`src/assert_macros.svh`:
```
// Assertion macros used by the top-level RTL file of the bracket tape machine.
// Depends on nothing; the including module provides clk and rst_n.
`ifndef ASSERT_MACROS_SVH
`define ASSERT_MACROS_SVH

// Implication checked on every rising edge outside reset.
`define BT_ASSERT(label, prop, msg) \
  label: assert property (@(posedge clk) disable iff (!rst_n) prop) else $error(msg);

// Plain condition checked on every rising edge outside reset.
`define BT_ASSERT_ALWAYS(label, cond, msg) \
  label: assert property (@(posedge clk) disable iff (!rst_n) (cond)) else $error(msg);

`endif

```
`src/bt_ram.sv`:
```
// Generic RAM with one write port and one registered read port.
// Depends on nothing.
`timescale 1ns / 1ps
`default_nettype none
module bt_ram #(
  parameter int WIDTH = 8,
  parameter int DEPTH = 256
) (
  input  wire logic                     clk,
  input  wire logic                     we,
  input  wire logic [$clog2(DEPTH)-1:0] waddr,
  input  wire logic [WIDTH-1:0]         wdata,
  input  wire logic [$clog2(DEPTH)-1:0] raddr,
  output logic      [WIDTH-1:0]         rdata
);
  logic [WIDTH-1:0] mem [DEPTH];

  always_ff @(posedge clk) begin
    if (we) begin
      mem[waddr] <= wdata;
    end
    rdata <= mem[raddr];
  end
endmodule
`default_nettype wire

```
`config.mk`:
```
export PLATFORM = sky130hd
export DESIGN_NAME = bt_ram
export DESIGN_NICKNAME = d
export VERILOG_FILES = /design/src/assert_macros.svh /design/src/bt_ram.sv
export SDC_FILE = /design/constraint.sdc
export NUM_CORES = 2
export LEC_CHECK = 0
export BUFFER_PORTS_ARGS = -buffer_cell sky130_fd_sc_hd__buf_2
export CORE_MARGIN = 2
export CORE_UTILIZATION = 25
export CTS_CLUSTER_SIZE = 25
export DETAILED_ROUTE_END_ITERATION = 7
export GPL_TIMING_DRIVEN = 0
export HOLD_SLACK_MARGIN = 0.08
export SLEW_MARGIN = 20
export SYNTH_ARGS = -nofsm -noshare
export SYNTH_HDL_FRONTEND = slang
export SYNTH_SLANG_ARGS = --single-unit
```
`constraint.sdc`:
```
create_clock -name clk -period 5.47 [get_ports clk]
set_clock_uncertainty 0.05 [all_clocks]
set_input_delay 0.547 -clock clk [delete_from_list [all_inputs] [get_ports clk]]
set_output_delay 0.547 -clock clk [all_outputs]
set_load 0.02 [all_outputs]
```
==> results.cfg <==
[global_routing]
grt_use_total = 0.1491
antenna_found_initial = 19
grt_pass1_vias = 40760
grt.overflow.total = 0
grt_pass1_wl_um = 335100
grt_max_degree = 136

[worst_setup_path]
critPathArrivalTime_ns = 4.93
startpoint_type = input pin
cp_top_family = buffers and inverters
worstReg2RegStart = mem[83][5]
endpoint_kind = register
critPathMaxStageDelay_ns = 0.88
path_cells = buf_2 > buf_2 > and2_1 > buf_1 > clkbuf_1 > a22oi_1 > a21oi_1 > nor3_1 > nor4_2
reg2reg_slack_ns = 1.73
path_buf_inv = 4
worstPathMaxFanout = 10
critPathKind = in2reg
worst_path_most_repeated_cell = buf_2
slowest_stage = clkbuf_1
reg2regPathDepth = 6
r2r-end = rdata[5]
cp.depth = 9
crit_required_ns = 6.10

[finish]
synthToLayoutAreaGrowth_pct = 16.40
fill_cells = 30540
nets = 4027
drive_gt1_frac = 0.2317
post-route-util = 0.2919

[timing]
period_share = 0.7857
finalHoldViolations = 0
fmax_mhz = 232.7
rsz0062_at_grt = no
finalSetupViolCount = 0
tightest_slew_ns = 1.345
finalSetupTns_ns = 0
slew_violations = 0
period_needed_ns = 4.298
slew_headroom = 0.09490

[route]
drc_errors = 0
top_layer = met5
wl_um = 247500
wl_met3_um = 25760
drt_iter0_drc = 5960
met2_length_um = 114500
ant_nets = 0
viasPerCell = 4.985
dr.pass1.iters = 6
wl_met1_um = 93620
vias = 41650
wl_per_cell_um = 29.62

[clocking]
htreeDepth = 4
cts_tree = yes
clock_latency_ns = 0.88
postCtsResizedCells = 0
clk_pin_slew_ns = 0.06
cts_max_path_buffers = 3
cts_sinks = 2056
cts-root-buf = clkbuf_16
cts_buffers = 206
post-cts-setup-buffers = 0

[floorplan]
rows = 207
fp.dieW_um = 568.1
io_pins = 34
start_util = 0.2508
core_area_um2 = 317300
die_h_um = 568.1
die_area_um2 = 322800

[placement]
port-buffer-count = 26
place_congestion = 0.9524
dp.final_hpwl_um = 166200

[logic_synthesis]
synth-edff-count = 2048
synth.largest_area_cell = edfxtp_1
synthArstFlopShare = 0
ys_seq_elements = 2056
yosys_warnings = 0
synth_top_cell_area_share = 0.7730
syn-mean-instance-area_um2 = 21.31
syn_nets = 3759
synth_cells = 3733
yosysMostFrequentCell = edfxtp_1
ys_seq_area_frac = 0.7750
netlist_area_um2 = 79560
synth_ff_type = edfxtp_1
ys_types = 55
synthTopCellsByArea = edfxtp_1 77%, mux4_2 13%, mux2i_1 1.7%
synth_common_cells = 2048 x edfxtp_1, 454 x mux4_2, 282 x nor2_1

[worst_hold_path]
min_from = wdata[6]
hold_path_depth = 2
hp-class = in2reg
min_to = mem[154][6]

[power]
power.leakage_uw = 0.02782
p_per_area_nw_per_um2 = 361.1
peakVddDrop_uv = 343.6

[run]
max_cap_violations = 0

[outcome]
status = finished clean
-- cell families (layout without fill, tap and decap cells) --
family	Yosys count	in the layout	share of synthesized area
multiplexers	591	591	0.1462
buffers and inverters	235	671	0.01831
flip-flops	2056	2056	0.7750
AND/OR/NAND/NOR	466	466	0.02628
other	0	6	0
AO/OA/AOI/OAI	385	385	0.03419
-- layer usage --
layer | GRT usage | vias to the layer above
met5 | 0 | -
met4 | 0.07258 | 4
met3 | 0.03974 | 563
met2 | 0.2366 | 2483
met1 | 0.1885 | 22320
li1 | - | 16280
-- report_power, final --
group / switching, µW / leakage [µW] / internal, µW / total, µW
combinational: 1350 / 0.00612 / 584 / 1930
clock: 6210 / 0.00323 / 7920 / 14100
sequential: 9.57 / 0.0185 / 17400 / 17400
-- cell usage in the layout (no fill, tap or decap), types with 28 or more instances in the layout --
cell / instances
edfxtp_1: 2048
mux4_2: 454
nor2_1: 277
clkbuf_16: 206
mux2i_1: 134
a22oi_1: 133
clkbuf_1: 125
a21oi_1: 96
buf_2: 60
o221ai_1: 46
clkinv_1: 45
clkbuf_2: 34
nand3_1: 34
nand2_1: 33
clkinv_2: 32
nor2b_1: 29
buf_4: 28
o22ai_1: 28
-- how the worst max path moves through the flow --
stage,start,endpoint,slack (ns)
2_1_floorplan,raddr[0],rdata[2],2.94
3_3_place_gp,raddr[4],rdata[7],-0.39
6_report,raddr[2],rdata[0],1.17
3_5_place_dp,raddr[2],rdata[7],0.35
4_1_cts,raddr[2],rdata[7],1.25
5_1_grt,raddr[2],rdata[7],1.27
-- registers in the layout, indices dropped and copies added, names as in the netlist --
register  count
mem        2048
rdata         8
-- metrics by stage --
stage               total power, µW  instances  instance area (µm²)  worst slack [ns]  hold WS (ns)
global route                  34100       8350                92590             1.271        0.2171
CTS                           33470       8349                92570             1.254        0.1883
finish                        33440       8355                92600             1.172        0.1939
detailed placement            19600       7967                85830            0.3458        0.9020
floorplan                     18570       3733                79560             2.935        0.5959
global placement              19570       7939                84920           -0.3887        0.9218
-- timing repair --
action                                 4_1_cts  5_1_grt
hold buffers                                 6        0
setup endpoints to repair                    0        0
endpoints found under the hold margin      217        0
-- final cells by class --
cell class / count / area (µm²) / share of cell area
multi-input cells: 1442 / 16530 / 0.1785
well taps: 4180 / 5230 / 0.05648
clock buffers: 254 / 5335 / 0.05761
repair buffers: 60 / 975.9 / 0.01054
plain buffers: 233 / 1503 / 0.01623
diodes: 6 / 15.01 / 0.0001621
inverters: 2 / 7.507 / 0.00008107
clock inverters: 122 / 1345 / 0.01453
flip-flops and latches: 2056 / 61660 / 0.6659
Power figures use the tool's default switching activity.
